===== src/hw/rtl/iae_pkg.sv =====
package iae_pkg;

  // Formula number and fixed-point format
  localparam int MAX_DIGITS = 10;
  localparam int FRAC_BITS  = 16;
  localparam int DATA_W     = 64;

  // log2(10) ~ 3.322: bits for MAX_DIGITS decimal digits
  localparam int ACC_W  = (MAX_DIGITS * 3322) / 1000 + 1;
  localparam int DCNT_W = $clog2(MAX_DIGITS + 1);

  localparam logic [DATA_W-1:0] POS_MAX   = {1'b0, {(DATA_W-1){1'b1}}};
  localparam logic [DATA_W-1:0] NEG_MIN   = {1'b1, {(DATA_W-1){1'b0}}};
  localparam logic [DATA_W-1:0] NUM_LIMIT = POS_MAX >> FRAC_BITS;

  // Iterative unit: one bit per cycle
  localparam int MUL_STEPS = DATA_W;
  localparam int DIV_STEPS = DATA_W - 1 + FRAC_BITS;
  localparam int MAX_STEPS = (DIV_STEPS > MUL_STEPS) ? DIV_STEPS : MUL_STEPS;
  localparam int CNT_W     = $clog2(MAX_STEPS);
  localparam int DVD_W     = DIV_STEPS;

  // Character codes
  localparam logic [7:0] CH_PLUS  = 8'h2B;
  localparam logic [7:0] CH_MINUS = 8'h2D;
  localparam logic [7:0] CH_STAR  = 8'h2A;
  localparam logic [7:0] CH_SLASH = 8'h2F;
  localparam logic [7:0] CH_ZERO  = 8'h30;
  localparam logic [7:0] CH_NINE  = 8'h39;

  // Result status codes
  localparam logic [1:0] ST_OK   = 2'd0;
  localparam logic [1:0] ST_DIV0 = 2'd1;
  localparam logic [1:0] ST_OVF  = 2'd2;

  typedef enum logic [1:0] {
    OP_NONE,
    OP_MUL,
    OP_DIV
  } pend_op_t;

  typedef enum logic [2:0] {
    CLS_DIGIT,
    CLS_ADD,
    CLS_SUB,
    CLS_MUL,
    CLS_DIV,
    CLS_OTHER
  } char_cls_t;

  typedef enum logic [3:0] {
    DP_NOP,
    DP_DIGIT,
    DP_NUM,
    DP_STEP,
    DP_WB,
    DP_TERM,
    DP_TERM_ADD,
    DP_TERM_SUB,
    DP_PEND_MUL,
    DP_PEND_DIV,
    DP_RESULT
  } dp_op_t;

  typedef enum logic [2:0] {
    S_IDLE,
    S_NUM,
    S_UNIT,
    S_WB,
    S_POST,
    S_RES
  } state_t;

  typedef struct packed {
    pend_op_t pend;
    logic     num_zero;
    logic     unit_last;
  } dp_stat_t;

  function automatic char_cls_t char_class(input logic [7:0] c);
    char_cls_t k;
    if (c >= CH_ZERO && c <= CH_NINE) begin
      k = CLS_DIGIT;
    end else if (c == CH_PLUS) begin
      k = CLS_ADD;
    end else if (c == CH_MINUS) begin
      k = CLS_SUB;
    end else if (c == CH_STAR) begin
      k = CLS_MUL;
    end else if (c == CH_SLASH) begin
      k = CLS_DIV;
    end else begin
      k = CLS_OTHER;
    end
    return k;
  endfunction

endpackage


===== src/hw/rtl/iae_if.sv =====
interface iae_char_if;
  logic       valid;
  logic       ready;
  logic [7:0] char_code;
  logic       last_char;

  modport source (output valid, output char_code, output last_char, input ready);
  modport sink   (input valid, input char_code, input last_char, output ready);
endinterface

interface iae_result_if;
  logic                                valid;
  logic                                ready;
  logic signed [iae_pkg::DATA_W-1:0]  result_value;
  logic        [1:0]                   status;

  modport source (output valid, output result_value, output status, input ready);
  modport sink   (input valid, input result_value, input status, output ready);
endinterface


===== src/hw/rtl/iae_dp.sv =====
module iae_dp (
  input  logic                              clk,
  input  logic                              rst,
  input  logic [7:0]                        char_code,
  input  iae_pkg::dp_op_t                   op,
  output iae_pkg::dp_stat_t                 stat,
  output logic signed [iae_pkg::DATA_W-1:0] result_value,
  output logic [1:0]                        status
);
  import iae_pkg::*;

  // Formula state
  logic [ACC_W-1:0]  acc;
  logic [DCNT_W-1:0] dcnt;
  logic [DATA_W-1:0] term;
  pend_op_t          pend;
  logic [DATA_W-1:0] sum;
  logic              sign;
  logic              err_div0;
  logic              err_ovf;

  // Shift/add multiplier and restoring divider
  logic              unit_div;
  logic [DATA_W-1:0] op_a;
  logic [DATA_W-1:0] op_b;
  logic [DATA_W-1:0] hi;
  logic [DATA_W-1:0] lo;
  logic [DVD_W-1:0]  dvd;
  logic              dovf;
  logic [CNT_W-1:0]  cnt;

  logic [7:0]          digit_raw;
  logic [ACC_W-1:0]    acc_step;
  logic                num_sat;
  logic [DATA_W-1:0]   num_fx;
  logic [DATA_W:0]     mul_sum;
  logic [DATA_W:0]     div_trial;
  logic                div_ge;
  logic [DATA_W:0]     div_diff;
  logic [2*DATA_W-1:0] prod;
  logic                mul_ovf;
  logic [DATA_W-1:0]   mul_res;
  logic                div_ovf;
  logic [DATA_W:0]     term_sum;
  logic                term_sat;
  logic [DATA_W-1:0]   sum_new;

  always_comb begin
    digit_raw = char_code - CH_ZERO;
    acc_step  = ACC_W'({acc, 3'b000} + {acc, 1'b0}) + ACC_W'(digit_raw[3:0]);
    num_sat   = DATA_W'(acc) > NUM_LIMIT;
    num_fx    = num_sat ? POS_MAX : (DATA_W'(acc) << FRAC_BITS);

    mul_sum   = {1'b0, hi} + (op_b[0] ? {1'b0, op_a} : {(DATA_W+1){1'b0}});
    div_trial = {hi, dvd[DVD_W-1]};
    div_ge    = div_trial >= {1'b0, op_b};
    div_diff  = div_trial - {1'b0, op_b};

    prod    = {hi, lo};
    mul_ovf = |prod[2*DATA_W-1:FRAC_BITS+DATA_W-1];
    mul_res = prod[FRAC_BITS+DATA_W-1:FRAC_BITS];
    div_ovf = dovf | lo[DATA_W-1];

    // Term is never negative; only one direction can overflow
    term_sum = sign ? ({sum[DATA_W-1], sum} - {1'b0, term})
                    : ({sum[DATA_W-1], sum} + {1'b0, term});
    term_sat = term_sum[DATA_W] != term_sum[DATA_W-1];
    sum_new  = term_sat ? (sign ? NEG_MIN : POS_MAX) : term_sum[DATA_W-1:0];
  end

  always_comb begin
    stat.pend      = pend;
    stat.num_zero  = acc == '0;
    stat.unit_last = cnt == (unit_div ? CNT_W'(DIV_STEPS - 1) : CNT_W'(MUL_STEPS - 1));
  end

  always_ff @(posedge clk) begin
    if (rst) begin
      acc      <= '0;
      dcnt     <= '0;
      term     <= '0;
      pend     <= OP_NONE;
      sum      <= '0;
      sign     <= 1'b0;
      err_div0 <= 1'b0;
      err_ovf  <= 1'b0;
    end else begin
      case (op)
        DP_DIGIT: begin
          // drop digits past the limit
          if (dcnt < DCNT_W'(MAX_DIGITS)) begin
            acc  <= acc_step;
            dcnt <= dcnt + 1'b1;
          end
        end
        DP_NUM: begin
          acc  <= '0;
          dcnt <= '0;
          pend <= OP_NONE;
          if (num_sat) begin
            err_ovf <= 1'b1;
          end
          case (pend)
            OP_MUL: ;
            OP_DIV: begin
              if (acc == '0) begin
                err_div0 <= 1'b1;
                term     <= '0;
              end
            end
            default: term <= num_fx;
          endcase
        end
        DP_WB: begin
          if (unit_div) begin
            term <= div_ovf ? POS_MAX : lo;
            if (div_ovf) begin
              err_ovf <= 1'b1;
            end
          end else begin
            term <= mul_ovf ? POS_MAX : mul_res;
            if (mul_ovf) begin
              err_ovf <= 1'b1;
            end
          end
        end
        DP_TERM, DP_TERM_ADD, DP_TERM_SUB: begin
          sum  <= sum_new;
          term <= '0;
          if (term_sat) begin
            err_ovf <= 1'b1;
          end
          if (op == DP_TERM_ADD) begin
            sign <= 1'b0;
          end else if (op == DP_TERM_SUB) begin
            sign <= 1'b1;
          end
        end
        DP_PEND_MUL: pend <= OP_MUL;
        DP_PEND_DIV: pend <= OP_DIV;
        DP_RESULT: begin
          acc      <= '0;
          dcnt     <= '0;
          term     <= '0;
          pend     <= OP_NONE;
          sum      <= '0;
          sign     <= 1'b0;
          err_div0 <= 1'b0;
          err_ovf  <= 1'b0;
        end
        default: ;
      endcase
    end
  end

  always_ff @(posedge clk) begin
    case (op)
      DP_NUM: begin
        unit_div <= pend == OP_DIV;
        op_a     <= term;
        op_b     <= num_fx;
        hi       <= '0;
        lo       <= '0;
        dvd      <= DVD_W'(term) << FRAC_BITS;
        dovf     <= 1'b0;
        cnt      <= '0;
      end
      DP_STEP: begin
        cnt <= cnt + 1'b1;
        if (unit_div) begin
          // restoring step: remainder in hi, quotient in lo
          dvd <= dvd << 1;
          hi  <= div_ge ? div_diff[DATA_W-1:0] : div_trial[DATA_W-1:0];
          lo  <= {lo[DATA_W-2:0], div_ge};
          if (lo[DATA_W-1] | lo[DATA_W-2]) begin
            dovf <= 1'b1;
          end
        end else begin
          // shift/add step: product shifts right through hi:lo
          hi   <= mul_sum[DATA_W:1];
          lo   <= {mul_sum[0], lo[DATA_W-1:1]};
          op_b <= op_b >> 1;
        end
      end
      default: ;
    endcase
  end

  always_ff @(posedge clk) begin
    if (op == DP_RESULT) begin
      result_value <= err_div0 ? '0 : sum;
      status       <= err_div0 ? ST_DIV0 : (err_ovf ? ST_OVF : ST_OK);
    end
  end

endmodule


===== src/hw/rtl/iae_ctrl.sv =====
module iae_ctrl (
  input  logic              clk,
  input  logic              rst,
  input  logic              in_valid,
  output logic              in_ready,
  input  logic [7:0]        char_code,
  input  logic              last_char,
  output logic              out_valid,
  input  logic              out_ready,
  output iae_pkg::dp_op_t   op,
  input  iae_pkg::dp_stat_t stat
);
  import iae_pkg::*;

  state_t    state;
  state_t    state_next;
  char_cls_t cls;
  char_cls_t cls_next;
  char_cls_t cls_in;
  logic      last_q;
  logic      last_next;
  logic      final_q;
  logic      final_next;
  logic      out_load;

  always_ff @(posedge clk) begin
    if (rst) begin
      state     <= S_IDLE;
      cls       <= CLS_OTHER;
      last_q    <= 1'b0;
      final_q   <= 1'b0;
      out_valid <= 1'b0;
    end else begin
      state   <= state_next;
      cls     <= cls_next;
      last_q  <= last_next;
      final_q <= final_next;
      if (out_load) begin
        out_valid <= 1'b1;
      end else if (out_ready) begin
        out_valid <= 1'b0;
      end
    end
  end

  always_comb begin
    state_next = state;
    cls_next   = cls;
    last_next  = last_q;
    final_next = final_q;
    in_ready   = 1'b0;
    out_load   = 1'b0;
    op         = DP_NOP;
    cls_in     = char_class(char_code);

    case (state)
      S_IDLE: begin
        in_ready = 1'b1;
        if (in_valid) begin
          cls_next   = cls_in;
          last_next  = last_char;
          final_next = 1'b0;
          case (cls_in)
            CLS_DIGIT, CLS_OTHER: begin
              if (cls_in == CLS_DIGIT) begin
                op = DP_DIGIT;
              end
              if (last_char) begin
                final_next = 1'b1;
                state_next = S_NUM;
              end
            end
            default: state_next = S_NUM;
          endcase
        end
      end
      S_NUM: begin
        op = DP_NUM;
        if (stat.pend == OP_MUL || (stat.pend == OP_DIV && !stat.num_zero)) begin
          state_next = S_UNIT;
        end else begin
          state_next = S_POST;
        end
      end
      S_UNIT: begin
        op = DP_STEP;
        if (stat.unit_last) begin
          state_next = S_WB;
        end
      end
      S_WB: begin
        op         = DP_WB;
        state_next = S_POST;
      end
      S_POST: begin
        if (final_q) begin
          op         = DP_TERM;
          state_next = S_RES;
        end else begin
          case (cls)
            CLS_ADD: op = DP_TERM_ADD;
            CLS_SUB: op = DP_TERM_SUB;
            CLS_MUL: op = DP_PEND_MUL;
            CLS_DIV: op = DP_PEND_DIV;
            default: op = DP_NOP;
          endcase
          // closing an operator that ends the formula reads an empty number
          if (last_q) begin
            final_next = 1'b1;
            state_next = S_NUM;
          end else begin
            state_next = S_IDLE;
          end
        end
      end
      S_RES: begin
        if (!out_valid || out_ready) begin
          op         = DP_RESULT;
          out_load   = 1'b1;
          state_next = S_IDLE;
        end
      end
      default: state_next = S_IDLE;
    endcase
  end

endmodule


===== src/hw/rtl/infix_arithmetic_evaluator_core.sv =====
// Infix arithmetic evaluator: takes a formula one ASCII character per transfer on
// chars and, after the transfer flagged last_char, returns one transfer on results
// with the formula value in signed fixed point (16 fraction bits, saturating) and a
// status (ok, division by zero with value 0, or overflow). Numbers are unsigned
// decimal, up to 10 digits (extra digits are dropped, an empty number reads as 0);
// + - * / are the operators, * and / bind tighter and run left to right, every
// other character is skipped. An operator closes the number before it, runs any
// multiplication (64 shift/add steps and a write-back) or division (79 restoring
// steps, one quotient bit per cycle, and a write-back) that the number closes on
// the single iterative multiply/divide unit, and then closes or opens a term; the
// input is held off meanwhile. The last character adds one more number close, a
// term close and the output load. A finished result sits in an output register, so
// characters of the next formula are taken while it waits; the output side stalls
// only when a second result is ready before the first is taken.
module infix_arithmetic_evaluator_core (
  input logic          clk,
  input logic          rst,
  iae_char_if.sink     chars,
  iae_result_if.source results
);
  import iae_pkg::*;

  dp_op_t   dp_op;
  dp_stat_t dp_stat;

  // Controller: handshakes and sequencing of each character's work
  iae_ctrl u_ctrl (
    .clk       (clk),
    .rst       (rst),
    .in_valid  (chars.valid),
    .in_ready  (chars.ready),
    .char_code (chars.char_code),
    .last_char (chars.last_char),
    .out_valid (results.valid),
    .out_ready (results.ready),
    .op        (dp_op),
    .stat      (dp_stat)
  );

  // Datapath: number build-up, term and sum registers, multiply/divide unit,
  // and the result register
  iae_dp u_dp (
    .clk          (clk),
    .rst          (rst),
    .char_code    (chars.char_code),
    .op           (dp_op),
    .stat         (dp_stat),
    .result_value (results.result_value),
    .status       (results.status)
  );

endmodule


===== src/flat_wrapper.sv =====
// flat-port wrapper written by rule: the top's interface ports become plain ports
module infix_arithmetic_evaluator_core_flat import iae_pkg::*;
  (clk, rst, chars_valid, chars_char_code, chars_last_char, chars_ready, results_valid, results_result_value, results_status, results_ready);
  iae_char_if chars_i ();
  iae_result_if results_i ();
  input logic clk;
  input logic rst;
  input wire logic [$bits(chars_i.valid)-1:0] chars_valid;
  input wire logic [$bits(chars_i.char_code)-1:0] chars_char_code;
  input wire logic [$bits(chars_i.last_char)-1:0] chars_last_char;
  output wire logic [$bits(chars_i.ready)-1:0] chars_ready;
  output wire logic [$bits(results_i.valid)-1:0] results_valid;
  output wire logic [$bits(results_i.result_value)-1:0] results_result_value;
  output wire logic [$bits(results_i.status)-1:0] results_status;
  input wire logic [$bits(results_i.ready)-1:0] results_ready;
  assign chars_i.valid = chars_valid;
  assign chars_i.char_code = chars_char_code;
  assign chars_i.last_char = chars_last_char;
  assign chars_ready = chars_i.ready;
  assign results_valid = results_i.valid;
  assign results_result_value = results_i.result_value;
  assign results_status = results_i.status;
  assign results_i.ready = results_ready;
  infix_arithmetic_evaluator_core u_core (.clk(clk), .rst(rst), .chars(chars_i), .results(results_i));
endmodule

===== config.mk =====
export PLATFORM = sky130hd
export DESIGN_NAME = infix_arithmetic_evaluator_core_flat
export DESIGN_NICKNAME = d
export VERILOG_FILES = /design/src/hw/rtl/iae_pkg.sv /design/src/hw/rtl/iae_if.sv /design/src/hw/rtl/iae_dp.sv /design/src/hw/rtl/iae_ctrl.sv /design/src/hw/rtl/infix_arithmetic_evaluator_core.sv /design/src/flat_wrapper.sv
export SDC_FILE = /design/constraint.sdc
export NUM_CORES = 2
export LEC_CHECK = 0
export BUFFER_PORTS_ARGS = -buffer_cell sky130_fd_sc_hd__buf_2
export CAP_MARGIN = 30
export CORE_MARGIN = 3
export CORE_UTILIZATION = 45
export CTS_CLUSTER_DIAMETER = 60
export DETAILED_ROUTE_END_ITERATION = 12
export PLACE_DENSITY = 0.72
export SKIP_CTS_REPAIR_TIMING = 1
export SLEW_MARGIN = 20
export SYNTH_ARGS = -nofsm -noshare
export SYNTH_HDL_FRONTEND = slang
export SYNTH_SLANG_ARGS = --single-unit

===== constraint.sdc =====
create_clock -name clk -period 11.75 [get_ports clk]
set_clock_uncertainty 0.2 [all_clocks]
set_input_delay 1.7625 -clock clk [delete_from_list [all_inputs] [get_ports clk]]
set_output_delay 1.7625 -clock clk [all_outputs]
set_load 0.02 [all_outputs]

==> reports/summary.md <==
The run finished with clean final reports. The power density over the cells is 168 nW/um^2. The slowest cell on the critical path is nor4_1.

The cell taking the most area after synthesis is edfxtp_1. The HPWL after detailed placement is 77.2 mm. The routed wire length per instance is 21.3 um. The tools report the kind of start point of the critical path as a flop.

In this run the clock root is driven by a clkbuf_16. The final non-filler cell total came out at 5,060. Cell type with the highest occurrence count on the critical path: nor2b_1. The Yosys step of the flow raised 0 warnings. The filler cell count came out at 7,352.

Total setup violations reported at the end of the flow: 0. Most frequent cell after synthesis: nand2_1. Synthesis inferred 560 register bits. Traced cell by cell, the critical path runs through or4_4 > nor2b_1 > nor2b_1 > and3_1 > nor2b_1 > and2_1 > nor2b_1 > nand2_1 > nor4_1 > a21oi_1 > xnor2_1 > ha_1 > nand2_1 > nor2_1 > nand3_1 > or4_1 > o31ai_2 > xnor2_2 > xnor2_1 > nor4_4 > clkbuf_8 > buf_4 > a221o_1. The tools report the pin count of the biggest net entering global routing as 129. For the final total negative setup slack, the log shows 0 ns.

The logs give 2 for the initial antenna violation count and 67 for the number of CTS-inserted buffers. The capture point of the critical path is u_core.u_dp.sum[6]. The part of the cycle the worst path needs was 61.9%. The congestion estimate from routability-driven global placement came to 1.01. For the worst setup path, the data required time is 12.13 ns. The finished cells cover 40,100 sq um.

The latest clock arrival within the worst-skew pair is 0.64 ns. Summed over all layers, the routed wires come to 108 mm. The critical path in this run is classified as reg -> reg. The die covers 84,800 sq um. The clock tree synthesis step divided the H-tree into 3 levels. After synthesis, the netlist uses 86 different library cells. The multi-input combinational cells in the finished layout cover a total of 20,200 sq um. TritonCTS built the clock tree. Across every metal layer, demand over resource in global routing totals 24.4%. The logs give 165 mm for the first-pass GRT wire length and 0 for the total count of max-transition violations in the final report. Summed over its instances, the top area cell type makes up 31.2% of the synthesized netlist area.

Capture instance of the worst register-to-register path: u_core.u_dp.sum[6]. The async set-reset flop share out of synthesis was 0%. Total clock sinks: 560.

The share of the Yosys chip area taken by registers is 41.0%. Summing all placed instances gives a cell area of 37,700 sq um. Compared with the post-synthesis result, the final layout area differs by 9.69%. The worst-case reg-to-reg path depth is 23, and the final-stage net count is 4,213. In the final layout, the share of cells above drive strength 1 is 7.04%.

The area of the placeable core is 79,800 sq um, and the clock transition at the registers of the reported paths is 0.06 ns. The worst setup path is captured at a flop. Setup repair after global routing left no endpoint under its margin. The clock period could shrink to 7.27 ns.

The I/O pin total is 81. In this run the core area contains 103 standard-cell rows. Across the VDD grid, the largest voltage drop is 0.134 mV. The count of flip-flops with a built-in enable after synthesis is 380. The initial core utilization is 45.9%, and the area taken by flip-flops and latches is 15,000 sq um. The count of nets left with antenna violations after detail routing is 0, and the measured slew at the worst slew-check pin is 1.04 ns. The total DRC errors in the routed layout is 0, and the horizontal extent of the die is 291 um. Counting both buffers and inverters, the worst setup path holds a total of 2. The startpoint identified for the worst register-to-register timing path is u_core.u_dp.term[6]. Dividing the synthesized area by the synthesized cell count gives 9.16 sq um. The detailed-route via count came out at 30,700. In this run the worst hold path is classified as reg -> reg.

Timing would allow up to 138 MHz. Across the run, the number of max-cap violations was 0. The critical path crosses 23 cells after its start point.

The number of standard cells after synthesis is 3,993. Startpoint of the worst setup timing path: u_core.u_dp.term[6]. The number of nets handed over by synthesis was 4,254. The clock passes through at most 3 buffers. The number of input and output port buffers inserted works out to 80.

The first routing iteration left 3,196 violations. Summing every instance area after synthesis gives 36,600 sq um. For this run, the detailed router's first-pass iteration total came to 8.

Sorting the synthesized cells by how often they occur yields nand2_1 (463), a21oi_1 (386), edfxtp_1 (380). Before CTS, the worst setup slack after placement is 4.22 ns. Across all register-to-register paths, the minimum setup slack is 4.48 ns. The largest single stage delay on the critical path is 0.63 ns. The cell family contributing the most delay on the critical path is simple AND/OR/NAND/NOR gates. The number of placed instances, taps included, is 4,932. For this run, the share of the core covered by cells in the final layout is 50.3%. The die is 291 um tall. The number of global-route vias before repair was 28,600. The total count of hold-check failures in the final report is 0.

Along the worst hold path, the cell count comes to 2. The data arrival time of the critical path is 7.65 ns, and the headroom to the max-slew limit is 30.0%. The run gives 16.5 nW as the leakage power figure. Sorting the synthesized cells by area gives the leading types as edfxtp_1 (31%), dfxtp_1 (9.8%), ha_1 (8.3%).

The dominant synthesized flop cell was edfxtp_1. The worst path meets setup with 4.48 ns of slack. The largest driver fanout on the critical path was 47. Dividing the detail-routed via count by the number of cells gives 6.07. After global routing the overflow that remains totals 0.
registers in the layout, summed over array words and instances (netlist names):
signal                    cells
u_core.u_dp.op_b             50
u_core.u_dp.result_value     64
u_core.u_ctrl.out_valid       1
u_core.u_ctrl.last_q          1
u_core.u_dp.dovf              1
u_core.u_dp.cnt               7
u_core.u_dp.status            2
u_core.u_ctrl.final_q         1
u_core.u_dp.dcnt              4
u_core.u_dp.sum              64
u_core.u_dp.err_ovf           1
u_core.u_dp.sign              1
u_core.u_dp.hi               64
u_core.u_dp.term             64
u_core.u_dp.err_div0          1
u_core.u_dp.dvd              63
u_core.u_dp.unit_div          1
u_core.u_dp.acc              34
u_core.u_dp.op_a             64
u_core.u_ctrl.cls             3
u_core.u_dp.lo               64
u_core.u_dp.pend              2
u_core.u_ctrl.state           3
worst reg2reg max path: cells and delay by family (launching register included):
kind	cells	cell delay, ns
and+or+nand+nor	14	4.34
adders and majority gates	1	0.38
AOI/OAI and AO/OA	3	0.68
buffers and inverters	2	0.74
DFF	1	0.37
xor gates and xnor gates	3	0.51
metal layers:
layer	share of wire (%)	track usage (%)	vias up
met5	0.022	0	-
li1	-	-	14600
met3	6.9	3.22	224
met1	44	34.0	14700
met2	45	38.7	1126
met4	3.9	9.11	4
cell usage in the layout (no fill, tap or decap), types with 89 or more instances in the layout:
master	count
inv_1	121
o21ai_0	170
ha_1	243
edfxtp_1	380
a21oi_1	386
dfxtp_1	178
nor2b_1	89
nor2_1	354
xnor2_1	191
nand2_1	458
a21o_1	140
worst min path at each step:
stage	startpoint	end	slack, ns
finish	u_core.u_ctrl.last_q	u_core.u_ctrl.last_q	0.28
global route	u_core.u_ctrl.last_q	u_core.u_ctrl.last_q	0.29
CTS	u_core.u_ctrl.last_q	u_core.u_ctrl.last_q	0.28
detailed placement	u_core.u_dp.term[19]	u_core.u_dp.op_a[19]	0.27
global placement	u_core.u_dp.dcnt[3]	u_core.u_dp.dcnt[3]	0.25
floorplan	u_core.u_dp.term[23]	u_core.u_dp.op_a[23]	0.21
kinds of logic after synthesis:
| logic type | share of synthesized area (%) |
|---|---|
| xor gates and xnor gates | 6.56 |
| AOI/OAI and AO/OA | 20.9 |
| DFF | 41.0 |
| and+or+nand+nor | 16.9 |
| muxes | 2.08 |
| buffers and inverters | 3.94 |
| adders and majority gates | 8.58 |
metrics by stage:
stage | hold WS, ns | total power, mW
finish | 0.278 | 6.75
global route | 0.292 | 7.07
CTS | 0.280 | 6.75
detailed placement | 0.267 | 4.52
global placement | 0.248 | 4.51
floorplan | 0.206 | 4.01
cell type report:
cell class	instances	share of cell area, %
Multi-Input combinational cell	3078	50.3
Tap cell	1050	3.27
Inverter	125	1.17
Antenna cell	3	0.0187
Timing Repair Buffer	120	1.88
Sequential cell	560	37.4
Clock inverter	29	1.13
Clock buffer	95	4.82
power by group:
part | switching [mW] | leakage, nW | total [mW] | internal (mW)
logic | 1.27 | 10.3 | 2.01 | 0.744
registers | 0.181 | 5.06 | 2.51 | 2.33
clock network | 0.913 | 1.16 | 2.22 | 1.31
total | 2.36 | 16.5 | 6.75 | 4.39
(Power assumes the default switching activity.)
